--- src/rtl/lccp_pkg.sv ---
// Shared types, constants and helper functions of the coefficient compress-and-pack block.
package lccp_pkg;

    // coefficients per polynomial
    localparam int COEFF_COUNT = 256;

    localparam int COEFF_W    = 13;
    localparam int CODE_W     = 11;
    localparam int WIDTH_W    = 4;
    localparam int SLOT_W     = 2;
    localparam int POS_W      = 11;
    localparam int BYTE_CNT_W = 9;
    localparam int ACC_W      = 18;   // 7 pending bits plus an 11-bit code
    localparam int ACC_CNT_W  = 5;
    localparam int PEND_W     = 7;
    localparam int PEND_CNT_W = 3;

    // operand and product widths of the compression multiplier
    localparam int OPND_W  = 25;
    localparam int MCON_W  = 21;
    localparam int PROD_W  = OPND_W + MCON_W + 1;
    localparam int KEEP_W  = 42;       // highest product bit ever used is 41

    localparam int TASK_Q_DEPTH = 4;
    localparam int TASK_Q_PTR_W = $clog2(TASK_Q_DEPTH);
    localparam int OUT_BUF_DEPTH = 2;
    localparam int OUT_BUF_PTR_W = $clog2(OUT_BUF_DEPTH);

    // supported compressed widths
    localparam logic [WIDTH_W-1:0] WIDTH_1  = 4'd1;
    localparam logic [WIDTH_W-1:0] WIDTH_4  = 4'd4;
    localparam logic [WIDTH_W-1:0] WIDTH_5  = 4'd5;
    localparam logic [WIDTH_W-1:0] WIDTH_10 = 4'd10;
    localparam logic [WIDTH_W-1:0] WIDTH_11 = 4'd11;

    // configuration register indexes
    localparam logic CFG_BITS_PER_COEFF = 1'b0;
    localparam logic CFG_POLY_SLOT      = 1'b1;

    localparam logic signed [COEFF_W-1:0] MOD_Q = 13'sd3329;

    localparam logic signed [OPND_W-1:0] RND_HI = 25'sd1665;
    localparam logic signed [OPND_W-1:0] RND_LO = 25'sd1664;
    localparam logic [MCON_W-1:0] MUL_W4  = 21'd80635;
    localparam logic [MCON_W-1:0] MUL_W5  = 21'd40318;
    localparam logic [MCON_W-1:0] MUL_W10 = 21'd1290167;
    localparam logic [MCON_W-1:0] MUL_W11 = 21'd645084;

    typedef struct packed {
        logic [CODE_W-1:0]  code;
        logic [WIDTH_W-1:0] width;
        logic               last;
    } t_task;

    typedef struct packed {
        logic [7:0]       data;
        logic [POS_W-1:0] pos;
        logic             last;
    } t_out_word;

    function automatic logic [WIDTH_W-1:0] eff_width(logic [WIDTH_W-1:0] d);
        logic [WIDTH_W-1:0] w;
        case (d)
            WIDTH_1, WIDTH_4, WIDTH_5, WIDTH_10, WIDTH_11: w = d;
            default: w = WIDTH_4;
        endcase
        return w;
    endfunction

    // slot * ceil(d * COEFF_COUNT / 8), wrapped to the position width
    function automatic logic [POS_W-1:0] poly_base(logic [WIDTH_W-1:0] d,
                                                   logic [SLOT_W-1:0]  slot);
        logic [19:0] span;
        logic [19:0] per_poly;
        logic [21:0] base;
        span     = 20'(d) * 20'(COEFF_COUNT);
        per_poly = 20'(span + 20'd7) >> 3;
        base     = 22'(slot) * 22'(per_poly);
        return base[POS_W-1:0];
    endfunction

endpackage

--- src/rtl/lattice_coeff_compress_pack.sv ---
// Top level of the lattice coefficient compressor and byte packer.
//
// Usage: push one signed coefficient per word on the input queue port
// (push/full); a word is taken at a clock edge with push high and full low.
// Mark the final coefficient of a polynomial with i_coeff_last. Packed bytes
// come out of a queue-style port (empty/pop): while empty is low the oldest
// byte, its position in the vector and its last flag sit on the outputs, and
// pop at an edge with empty low takes it.
// Configuration (bits_per_coeff at index 0, poly_slot at index 1) is written
// through i_cfg_valid/o_cfg_ready; write it only while the block is idle.
// The edge that takes the word loads the first of the two front stages
// around the constant multiplier; the code then passes the second front
// stage and the task queue, and the packer writes its first byte into the
// output buffer, from where it can be popped.
// Throughput: the front takes one coefficient per cycle while full is low;
// the packer writes at most one byte per cycle while the output buffer has
// space, staying busy on a code for d of 10 or 11 and for a final flush byte.
// When the receiver stalls, the output buffer fills, the packer holds, the
// task queue fills and full rises; no word is dropped.
// Reset clears the pipeline, queues, bit accumulator and byte counter, and
// sets bits_per_coeff to 4 and poly_slot to 0.
module lattice_coeff_compress_pack (
    input  logic                                i_clk,
    input  logic                                i_rst_n,
    input  logic                                push,
    output logic                                full,
    input  logic signed [lccp_pkg::COEFF_W-1:0] i_coeff,
    input  logic                                i_coeff_last,
    output logic                                empty,
    input  logic                                pop,
    output logic [7:0]                          o_out_byte,
    output logic [lccp_pkg::POS_W-1:0]          o_byte_position,
    output logic                                o_out_last,
    input  logic                                i_cfg_valid,
    output logic                                o_cfg_ready,
    input  logic                                i_cfg_index,
    input  logic [lccp_pkg::WIDTH_W-1:0]        i_cfg_data
);
    import lccp_pkg::*;

    logic [WIDTH_W-1:0] r_bits_per_coeff;
    logic [SLOT_W-1:0]  r_poly_slot;

    logic [WIDTH_W-1:0] width;
    logic [POS_W-1:0]   base;
    logic               q_push;
    logic               q_can_push;
    t_task              q_in;
    logic               q_valid;
    logic               q_pop;
    t_task              q_head;
    t_out_word          word;

    // configuration registers, always ready
    assign o_cfg_ready = 1'b1;

    always_ff @(posedge i_clk) begin
        if (!i_rst_n) begin
            r_bits_per_coeff <= WIDTH_4;
            r_poly_slot      <= '0;
        end else if (i_cfg_valid) begin
            case (i_cfg_index)
                CFG_BITS_PER_COEFF: r_bits_per_coeff <= i_cfg_data;
                CFG_POLY_SLOT:      r_poly_slot      <= i_cfg_data[SLOT_W-1:0];
                default:            r_poly_slot      <= r_poly_slot;
            endcase
        end
    end

    // unsupported widths act as 4, also for the byte offset of the slot
    assign width = eff_width(r_bits_per_coeff);
    assign base  = poly_base(width, r_poly_slot);

    lccp_front u_front (
        .i_clk        (i_clk),
        .i_rst_n      (i_rst_n),
        .push         (push),
        .full         (full),
        .i_coeff      (i_coeff),
        .i_coeff_last (i_coeff_last),
        .i_width      (width),
        .i_q_can_push (q_can_push),
        .o_q_push     (q_push),
        .o_q_task     (q_in)
    );

    lccp_task_queue u_queue (
        .i_clk      (i_clk),
        .i_rst_n    (i_rst_n),
        .i_push     (q_push),
        .i_task     (q_in),
        .o_can_push (q_can_push),
        .i_pop      (q_pop),
        .o_valid    (q_valid),
        .o_task     (q_head)
    );

    lccp_packer u_packer (
        .i_clk        (i_clk),
        .i_rst_n      (i_rst_n),
        .i_task_valid (q_valid),
        .i_task       (q_head),
        .o_task_pop   (q_pop),
        .i_base       (base),
        .pop          (pop),
        .empty        (empty),
        .o_word       (word)
    );

    assign o_out_byte      = word.data;
    assign o_byte_position = word.pos;
    assign o_out_last      = word.last;

endmodule

--- src/rtl/lccp_front.sv ---
// Front pipeline: map the coefficient, multiply by the width constant, extract the code.
module lccp_front (
    input  logic                              i_clk,
    input  logic                              i_rst_n,
    input  logic                              push,
    output logic                              full,
    input  logic signed [lccp_pkg::COEFF_W-1:0] i_coeff,
    input  logic                              i_coeff_last,
    input  logic [lccp_pkg::WIDTH_W-1:0]      i_width,
    input  logic                              i_q_can_push,
    output logic                              o_q_push,
    output lccp_pkg::t_task                   o_q_task
);
    import lccp_pkg::*;

    logic signed [COEFF_W-1:0] x;
    logic signed [OPND_W-1:0]  xw;
    logic signed [OPND_W-1:0]  opnd;
    logic [MCON_W-1:0]         mcon;
    logic signed [PROD_W-1:0]  prod;
    logic [CODE_W-1:0]         code;
    logic                      adv;
    logic                      accept;

    logic                      r_s1_valid;
    logic signed [OPND_W-1:0]  r_s1_opnd;
    logic [MCON_W-1:0]         r_s1_mcon;
    logic [WIDTH_W-1:0]        r_s1_width;
    logic                      r_s1_last;

    logic                      r_s2_valid;
    logic [KEEP_W-1:0]         r_s2_prod;
    logic [WIDTH_W-1:0]        r_s2_width;
    logic                      r_s2_last;

    // add q to negative coefficients and build the multiplier operand
    always_comb begin
        x  = i_coeff[COEFF_W-1] ? i_coeff + MOD_Q : i_coeff;
        xw = {{(OPND_W-COEFF_W){x[COEFF_W-1]}}, x};
        case (i_width)
            WIDTH_1: begin
                opnd = (xw <<< 1) + RND_HI;
                mcon = MUL_W4;
            end
            WIDTH_5: begin
                opnd = (xw <<< 5) + RND_LO;
                mcon = MUL_W5;
            end
            WIDTH_10: begin
                opnd = (xw <<< 10) + RND_HI;
                mcon = MUL_W10;
            end
            WIDTH_11: begin
                opnd = (xw <<< 11) + RND_LO;
                mcon = MUL_W11;
            end
            default: begin
                opnd = (xw <<< 4) + RND_HI;
                mcon = MUL_W4;
            end
        endcase
    end

    assign prod = r_s1_opnd * $signed({1'b0, r_s1_mcon});

    always_comb begin
        case (r_s2_width)
            WIDTH_1:  code = CODE_W'(r_s2_prod[28]);
            WIDTH_5:  code = CODE_W'(r_s2_prod[31:27]);
            WIDTH_10: code = CODE_W'(r_s2_prod[41:32]);
            WIDTH_11: code = r_s2_prod[41:31];
            default:  code = CODE_W'(r_s2_prod[31:28]);
        endcase
    end

    // the whole pipe advances unless the last stage is held by a full queue
    assign adv    = !r_s2_valid || i_q_can_push;
    assign full   = !adv;
    assign accept = push && adv;

    always_ff @(posedge i_clk) begin
        if (!i_rst_n) begin
            r_s1_valid <= 1'b0;
            r_s2_valid <= 1'b0;
        end else if (adv) begin
            r_s1_valid <= accept;
            r_s2_valid <= r_s1_valid;
        end
    end

    always_ff @(posedge i_clk) begin
        if (adv) begin
            r_s1_opnd  <= opnd;
            r_s1_mcon  <= mcon;
            r_s1_width <= i_width;
            r_s1_last  <= i_coeff_last;
            r_s2_prod  <= prod[KEEP_W-1:0];
            r_s2_width <= r_s1_width;
            r_s2_last  <= r_s1_last;
        end
    end

    assign o_q_push       = r_s2_valid && i_q_can_push;
    assign o_q_task.code  = code;
    assign o_q_task.width = r_s2_width;
    assign o_q_task.last  = r_s2_last;

endmodule

--- src/rtl/lccp_task_queue.sv ---
// Short queue of compressed codes between the front pipeline and the packer.
module lccp_task_queue (
    input  logic            i_clk,
    input  logic            i_rst_n,
    input  logic            i_push,
    input  lccp_pkg::t_task i_task,
    output logic            o_can_push,
    input  logic            i_pop,
    output logic            o_valid,
    output lccp_pkg::t_task o_task
);
    import lccp_pkg::*;

    t_task                   r_mem [TASK_Q_DEPTH];
    logic [TASK_Q_PTR_W-1:0] r_wr_ptr;
    logic [TASK_Q_PTR_W-1:0] r_rd_ptr;
    logic [TASK_Q_PTR_W:0]   r_count;
    logic                    do_push;
    logic                    do_pop;

    assign o_can_push = r_count != (TASK_Q_PTR_W+1)'(TASK_Q_DEPTH);
    assign o_valid    = r_count != '0;
    assign o_task     = r_mem[r_rd_ptr];
    assign do_push    = i_push && o_can_push;
    assign do_pop     = i_pop && o_valid;

    always_ff @(posedge i_clk) begin
        if (!i_rst_n) begin
            r_wr_ptr <= '0;
            r_rd_ptr <= '0;
            r_count  <= '0;
        end else begin
            if (do_push) begin
                r_wr_ptr <= r_wr_ptr + 1'b1;
            end
            if (do_pop) begin
                r_rd_ptr <= r_rd_ptr + 1'b1;
            end
            if (do_push && !do_pop) begin
                r_count <= r_count + 1'b1;
            end else if (do_pop && !do_push) begin
                r_count <= r_count - 1'b1;
            end
        end
    end

    always_ff @(posedge i_clk) begin
        if (do_push) begin
            r_mem[r_wr_ptr] <= i_task;
        end
    end

endmodule

--- src/rtl/lccp_packer.sv ---
// Back end: pack codes into bytes, at most one byte per cycle while there is space, into a small output buffer.
module lccp_packer (
    input  logic                           i_clk,
    input  logic                           i_rst_n,
    input  logic                           i_task_valid,
    input  lccp_pkg::t_task                i_task,
    output logic                           o_task_pop,
    input  logic [lccp_pkg::POS_W-1:0]     i_base,
    input  logic                           pop,
    output logic                           empty,
    output lccp_pkg::t_out_word            o_word
);
    import lccp_pkg::*;

    logic [ACC_W-1:0]      cur_acc;
    logic [ACC_CNT_W-1:0]  cur_cnt;
    logic                  cur_last;
    logic                  have;
    logic                  emit;
    logic                  fin;
    logic                  step;
    logic                  more;
    logic [ACC_W-1:0]      rem_acc;
    logic [ACC_CNT_W-1:0]  rem_cnt;
    logic                  ob_space;
    logic                  ob_push;
    logic                  ob_pop;
    t_out_word             new_word;

    logic                  r_busy;
    logic [ACC_W-1:0]      r_acc;
    logic [ACC_CNT_W-1:0]  r_cnt;
    logic                  r_last;
    logic [PEND_W-1:0]     r_pend_bits;
    logic [PEND_CNT_W-1:0] r_pend_cnt;
    logic [BYTE_CNT_W-1:0] r_byte_cnt;

    t_out_word              r_ob [OUT_BUF_DEPTH];
    logic [OUT_BUF_PTR_W-1:0] r_ob_wr;
    logic [OUT_BUF_PTR_W-1:0] r_ob_rd;
    logic [OUT_BUF_PTR_W:0]   r_ob_count;

    // merge a fresh code into the pending bits, or keep draining the held word
    always_comb begin
        have = r_busy || i_task_valid;
        if (r_busy) begin
            cur_acc  = r_acc;
            cur_cnt  = r_cnt;
            cur_last = r_last;
        end else begin
            cur_acc  = ACC_W'(r_pend_bits) | (ACC_W'(i_task.code) << r_pend_cnt);
            cur_cnt  = ACC_CNT_W'(r_pend_cnt) + ACC_CNT_W'(i_task.width);
            cur_last = i_task.last;
        end
        emit    = have && (cur_cnt >= ACC_CNT_W'(8) || (cur_last && cur_cnt != '0));
        fin     = cur_last && cur_cnt <= ACC_CNT_W'(8);
        step    = have && (!emit || ob_space);
        rem_acc = emit ? (cur_acc >> 8) : cur_acc;
        if (!emit) begin
            rem_cnt = cur_cnt;
        end else if (cur_cnt >= ACC_CNT_W'(8)) begin
            rem_cnt = cur_cnt - ACC_CNT_W'(8);
        end else begin
            rem_cnt = '0;
        end
        more = rem_cnt >= ACC_CNT_W'(8) || (cur_last && rem_cnt != '0);
    end

    assign o_task_pop    = !r_busy && i_task_valid && step;
    assign new_word.data = cur_acc[7:0];
    assign new_word.pos  = i_base + POS_W'(r_byte_cnt);
    assign new_word.last = fin;

    always_ff @(posedge i_clk) begin
        if (!i_rst_n) begin
            r_busy      <= 1'b0;
            r_pend_bits <= '0;
            r_pend_cnt  <= '0;
            r_byte_cnt  <= '0;
        end else if (step) begin
            if (more) begin
                r_busy <= 1'b1;
            end else begin
                r_busy <= 1'b0;
                if (cur_last) begin
                    r_pend_bits <= '0;
                    r_pend_cnt  <= '0;
                end else begin
                    r_pend_bits <= rem_acc[PEND_W-1:0];
                    r_pend_cnt  <= rem_cnt[PEND_CNT_W-1:0];
                end
            end
            if (emit) begin
                r_byte_cnt <= fin ? '0 : r_byte_cnt + 1'b1;
            end
        end
    end

    always_ff @(posedge i_clk) begin
        if (step && more) begin
            r_acc  <= rem_acc;
            r_cnt  <= rem_cnt;
            r_last <= cur_last;
        end
    end

    // output buffer
    assign ob_space = r_ob_count != (OUT_BUF_PTR_W+1)'(OUT_BUF_DEPTH);
    assign ob_push  = step && emit;
    assign ob_pop   = pop && !empty;
    assign empty    = r_ob_count == '0;
    assign o_word   = r_ob[r_ob_rd];

    always_ff @(posedge i_clk) begin
        if (!i_rst_n) begin
            r_ob_wr    <= '0;
            r_ob_rd    <= '0;
            r_ob_count <= '0;
        end else begin
            if (ob_push) begin
                r_ob_wr <= r_ob_wr + 1'b1;
            end
            if (ob_pop) begin
                r_ob_rd <= r_ob_rd + 1'b1;
            end
            if (ob_push && !ob_pop) begin
                r_ob_count <= r_ob_count + 1'b1;
            end else if (ob_pop && !ob_push) begin
                r_ob_count <= r_ob_count - 1'b1;
            end
        end
    end

    always_ff @(posedge i_clk) begin
        if (ob_push) begin
            r_ob[r_ob_wr] <= new_word;
        end
    end

endmodule
--- config.mk ---
export PLATFORM = sky130hd
export DESIGN_NAME = lattice_coeff_compress_pack
export DESIGN_NICKNAME = d
export VERILOG_FILES = /design/src/rtl/lccp_pkg.sv /design/src/rtl/lattice_coeff_compress_pack.sv /design/src/rtl/lccp_front.sv /design/src/rtl/lccp_task_queue.sv /design/src/rtl/lccp_packer.sv
export SDC_FILE = /design/constraint.sdc
export NUM_CORES = 2
export LEC_CHECK = 0
export BUFFER_PORTS_ARGS = -buffer_cell sky130_fd_sc_hd__buf_2
export CAP_MARGIN = 20
export CORE_ASPECT_RATIO = 2
export CORE_UTILIZATION = 59
export CTS_CLUSTER_SIZE = 8
export DETAILED_ROUTE_END_ITERATION = 16
export PLACE_DENSITY_LB_ADDON = 0.08
export SLEW_MARGIN = 20
export SYNTH_ARGS = -nofsm -noshare
export SYNTH_HDL_FRONTEND = slang
export SYNTH_SLANG_ARGS = --single-unit
--- constraint.sdc ---
create_clock -name i_clk -period 7.55 [get_ports i_clk]
set_input_delay 1.51 -clock i_clk [delete_from_list [all_inputs] [get_ports i_clk]]
set_output_delay 1.51 -clock i_clk [all_outputs]
set_load 0.03 [all_outputs]
### Word level (Yosys, flattened, before mapping)

Memories as Yosys holds them, arrays and structs flattened. A register that Yosys moved wholly into a read port is not among the register bits.
Cells that the tools add are included.

* bits in registers: 161
* memory bits (writable): 104
* input bits: 24
* output and inout bits: 23
* logic and storage cells: 140
* memories kept: 2

* add/sub/neg operators: 19
* $mul: 2
* magnitude comparators: 3
* equality and inequality tests: 15
* shifts and indexed selects: 1
* mux-type cells: 27
* bitwise operators: 3
* reductions and logical operators: 43

Memories
* u_queue.r_mem: words 4, width 16, read ports 1, clocked after Yosys merged registers in 1, write ports 1, line lccp_task_queue.sv:14 `t_task r_mem [TASK_Q_DEPTH];`
* u_packer.r_ob: words 2, width 20, read ports 1, clocked after Yosys merged registers in 1, write ports 1, line lccp_packer.sv:38 `t_out_word r_ob [OUT_BUF_DEPTH];`

Operators with widths (count)
* 25-bit one-hot mux with 4 select lines: 1
* 21-bit one-hot mux with 3 select lines: 1
* 11-bit one-hot mux with 4 select lines: 1
* 25-bit by 22-bit multiplier with 42-bit output: 1
* 24-bit by 12-bit adder with 25-bit output, second input constant: 1
* 23-bit by 12-bit adder with 24-bit output, second input constant: 1
* 4-bit == test, second input constant: 6
* 18-bit by 12-bit adder with 19-bit output, second input constant: 1
* 17-bit by 12-bit adder with 18-bit output, second input constant: 1
* 1-bit logical AND: 18
* 18-bit two-way mux: 1
* 7-bit by 18-bit bitwise OR with 18-bit output: 1
* 11-bit by 3-bit left shift with 18-bit output: 1
* 4-bit by 3-bit == test with 1-bit output, second input constant: 4
* 14-bit by 12-bit adder with 15-bit output, second input constant: 1
* 5-bit two-way mux: 3
* 12-bit by 3-bit adder with 13-bit output, second input constant: 1
* 13-bit adder, second input constant: 1
* 13-bit two-way mux: 1
* 4-bit by 1-bit == test with 1-bit output, second input constant: 3
* 11-bit by 9-bit adder with 11-bit output: 1
* 2-bit by 10-bit multiplier with 11-bit output: 1
* 5-bit by 4-bit greater-or-equal comparator with 1-bit output, second input constant: 2
* 10-bit two-way mux: 1
* 26 further kinds: 59

### Logic depth before layout (Yosys ltp)

* depth in word-level cells: 14
* mapped depth: 28
* gate-level depth less buffers: 25

### Hierarchy

A second synthesis with hierarchy kept.

* cells, all modules: 2561
* area total of the unflattened synthesis: 26998.4 µm²

By module, submodules not included
* lccp_front: times used 1, cells an instance 1930, area each 18846.8 µm², sequential area each 1721.7 µm²
* lccp_packer: times used 1, cells an instance 440, area each 4853.4 µm², sequential area each 2422.3 µm²
* lccp_task_queue: times used 1, cells an instance 132, area each 2841.5 µm², sequential area each 2102.0 µm²
* lattice_coeff_compress_pack: times used 1, cells an instance 59, area each 456.7 µm², sequential area each 120.1 µm²

### Worst setup path after synthesis

No wires, ideal clock.

* path kind: register -> register
* from: register u_front.r_s1_mcon[11]
* to: register u_front.r_s2_prod[41], data pin
* library setup time: 0.260 ns
* arrival: 6.933 ns
* required time: 7.290 ns
* setup slack: 0.358 ns
* stages on the path, launching flop included: 25
* buffers on the path: 3
* clock period less this slack: 7.192 ns
* cell sequence: edfxtp_1 clkbuf_1 buf_1 nand2_1 inv_1 fa_1 fa_1 inv_1 fa_1 inv_1 fa_1 inv_1 fa_1 fa_1 fa_1 inv_1 ha_1 clkbuf_1 nand3_1 or4_1 a31oi_1 a211oi_1 o31ai_1 a21oi_1 xnor2_1

* cells in the longest elaborated chain, start to end: 1

Ends and longest elaborated chain
* start: declaration: line lccp_front.sv:27 `logic [MCON_W-1:0] r_s1_mcon;`
* start signal: assignment: line lccp_front.sv:94 `r_s1_mcon <= mcon;`
* 25-bit by 22-bit multiplier with 42-bit output: line lccp_front.sv:64 `assign prod = r_s1_opnd * $signed({1'b0, r_s1_mcon});`
* net u_front.prod[41]: line lccp_front.sv:20 `logic signed [PROD_W-1:0] prod;`
* end signal: assignment: line lccp_front.sv:97 `r_s2_prod <= prod[KEEP_W-1:0];`
* end: declaration: line lccp_front.sv:32 `logic [KEEP_W-1:0] r_s2_prod;`

The timed path passes the listed nets, and every way through them passes these cells.
A chain may end at the register's enable or synchronous reset.

### Final worst setup path

* from: register u_front.r_s1_opnd[21]
* to: register u_front.r_s2_prod[41], data pin

* cells in the longest elaborated chain, start to end: 1

Ends and longest elaborated chain
* start: declaration: line lccp_front.sv:26 `logic signed [OPND_W-1:0] r_s1_opnd;`
* start signal: assignment: line lccp_front.sv:93 `r_s1_opnd <= opnd;`
* 25-bit by 22-bit multiplier with 42-bit output: line lccp_front.sv:64
* net u_front.prod[41]: line lccp_front.sv:20

The timed path passes the listed nets, and every way through them passes these cells.

==> results.md <==
* Status: complete, no violations
* Die area at 45300 um2
* Starting Density at 60.0%
* Crit-path slowest cell: edfxtp_1
* RSZ-0062 raised after global routing: false
* Antenna Nets Post-Route at 0
* Drt drc at 0
* Placed cell count at 3099
* Nets at 3205
* Hold Fails Final Rpt at 0
* GR Overflow Total at 0
* Depth of the CTS H-tree at 2
* Antenna violations before repair at 3
* Sequential share of the synthesized area at 24.3%
* Slew Limit Fails at 0
* CP Cell Sequence: nand2_1 > inv_1 > fa_1 > inv_1 > fa_1 > fa_1 > inv_1 > fa_1 > fa_1 > fa_1 > inv_1 > fa_1 > inv_1 > ha_1 > nand3_1 > or4_1 > a31oi_1 > a211oi_1 > buf_4 > o31ai_1 > a21oi_1 > xnor2_1
* Hold EP: u_front.r_s2_last$_DFFE_PN_
* Wire length per cell at 27.4 um
* IO buf count at 45
* Crit path largest cell delay at 0.63 ns
* Ratio of cells with drive above 1 in the final layout at 8.76%
* Core area at 43600 um2
* Commonest cells after routing, fill and taps aside: inv_1, fa_1, nand2_1, edfxtp_1, ha_1
* Flop-to-flop setup slack at 0.26 ns
* Largest net degree at the start of global routing at 58
* Setup-failing EPs final at 0
* CTS tree: built
* Max-slew headroom at 27.6%
* Max FO, Critical Path at 8
* Max Cap Viol at 0
* Commonest non-fill, non-tap cell in the layout: inv_1
* Post-synthesis cell count at 2512
* Syn-to-layout area delta at 8.67%
* Worst Reg-to-Reg Cells at 22
* Post-DP HPWL at 71200 um
* Area contributors post-synth: fa_1, edfxtp_1, ha_1
* Synthesized cell area at 26200 um2
* Chip width at 151 um
* Clock Root Buffer: clkbuf_16
* Syn Area/Cell at 10.4 um2
* Hold depth at 0
* HP Start: u_front.r_s1_last$_DFFE_PN_
* Vias in the first global route at 20900
* Yosys top cell area share at 31.1%
* Overall Global Routing Usage at 40.8%
* FP Rows at 108
* DRT Pass-1 Iters at 5
* Layout Cells excl Fill at 3166
* Cts bufs inserted at 34
* WL final at 86900 um
* FF+latch count, synth at 226
* Final setup margin at 0.259 ns
* Period utilization at 96.6%
* Synth cell types at 81
* Vias per cell at 5.99
* Crit path required time at 7.79 ns
* Post-synth top flop: edfxtp_1
* Worst-skew pair later-pin latency at 0.54 ns
* Cell mode on critical path: fa_1
* Synth area leader: fa_1
* Total clock sinks at 226
* Worst hold path type: flop to flop
* Final GP Congestion at 1.07
* Synth warn at 0
* Synthesized Nets at 3123
* Worst EP arrival at 7.53 ns
* Fmax at 137 MHz
* Tmin final at 7.29 ns
* Via count at 19000
* Place WS at 0.174 ns
* Starting DRT DRC Count at 1297
* IO Count at 47
* WP buf/inv at 6
* Fin util at 65.2%
* Synth async-reset ratio at 0%
* RR Startpoint: u_front.r_s1_opnd[21]$_DFFE_PN_
* Tightest Pin Transition at 1.08 ns
* Max Root-Sink Buffers at 3
* Die H at 300 um
* Final setup skew at 0.0374 ns
* Startpoint types: flop
* Critical path type: flop to flop
* Cell family with most CP delay: adder cells
* CTS clock-pin slew for the worst setup and hold paths at 0.07 ns
* Post-route setup TNS at 0 ns
* Endpoint type of the worst setup path: flop
* FF-to-FF End: u_front.r_s2_prod[41]$_DFFE_PN_
* First-pass GRT wire length at 129000 um
* EDFF count, synth at 184
-- logic make-up after synthesis --
family / after synthesis / synth area share (%)
XOR/XNOR: 166 / 5.55
AND/OR/NAND/NOR: 542 / 9.81
buffers and inverters: 604 / 8.73
other: 1 / 0.0143
adder cells (fa/ha/maj): 590 / 39.8
multiplexers: 64 / 3.39
AO/OA/AOI/OAI: 319 / 8.37
flip-flops: 226 / 24.3
-- worst max-delay path by stage --
| stage | depth (start not counted) | startpoint | endpoint |
|---|---|---|---|
| global placement | 20 | u_front.r_s1_mcon[11]$_DFFE_PN_ | u_front.r_s2_prod[40]$_DFFE_PN_ |
| global route | 22 | u_front.r_s1_opnd[23]$_DFFE_PN_ | u_front.r_s2_prod[41]$_DFFE_PN_ |
| floorplan | 24 | u_front.r_s1_mcon[11]$_DFFE_PN_ | u_front.r_s2_prod[41]$_DFFE_PN_ |
| detailed placement | 19 | u_front.r_s1_mcon[11]$_DFFE_PN_ | u_front.r_s2_prod[41]$_DFFE_PN_ |
| finish | 22 | u_front.r_s1_opnd[21]$_DFFE_PN_ | u_front.r_s2_prod[41]$_DFFE_PN_ |
| CTS | 19 | u_front.r_s1_mcon[11]$_DFFE_PN_ | u_front.r_s2_prod[41]$_DFFE_PN_ |
-- per-layer routing --
layer	global-route usage [%]	wire (um)
met1	35.6	24700
met2	71.2	45200
met5	0	0
met4	46.2	12500
met3	8.15	4510
-- final cells by class --
class                           instances  area, um2
Clock inverter                          5       42.5
Tap cell                              550        688
Timing Repair Buffer                  123        886
Multi-Input combinational cell       1682      17600
Sequential cell                       226       6370
Clock buffer                           51        915
Inverter                              527       1980
Antenna cell                            2       5.00
Fill cell                            3530      15200
-- flip-flops by register name (all words and copies together), names as in the netlist, 4 cells and up, named ones only --
register / flops
r_bits_per_coeff: 4
u_front.r_s1_mcon: 7
u_front.r_s1_opnd: 24
u_front.r_s1_width: 4
u_front.r_s2_prod: 15
u_front.r_s2_width: 4
u_packer.r_acc: 18
u_packer.r_byte_cnt: 9
u_packer.r_cnt: 5
u_packer.r_ob: 40
u_packer.r_pend_bits: 7
u_queue.r_mem: 64
-- repair_timing --
item,in CTS,in global routing
hold buffers,0,0
endpoints found under the setup margin,0,4
setup buffers,0,9
gates resized for setup,0,3
-- stage by stage --
stage	area, um2	hold slack, ns
2_1_floorplan	26200	0.400
6_report	28500	0.447
3_5_place_dp	27400	0.444
5_1_grt	28500	0.467
3_3_place_gp	27400	0.445
4_1_cts	28300	0.455
-- cell usage after synthesis, types with 17 or more instances --
| cell | n |
|---|---|
| inv_1 | 524 |
| fa_1 | 407 |
| nand2_1 | 219 |
| edfxtp_1 | 184 |
| ha_1 | 180 |
| and2_1 | 100 |
| nor2_1 | 97 |
| xnor2_1 | 90 |
| xor2_1 | 76 |
| clkbuf_1 | 65 |
| o21ai_0 | 63 |
| a21oi_1 | 56 |
| dfxtp_1 | 42 |
| nand3_1 | 31 |
| mux2_2 | 27 |
| a31oi_1 | 25 |
| o21bai_1 | 23 |
| mux2i_1 | 20 |
| a21o_1 | 18 |
| nor3_1 | 18 |
| mux4_2 | 17 |
Power is left out: the tool's default activity adds up to more than one toggle a clock period on the data nets, which glitch-free logic cannot reach.
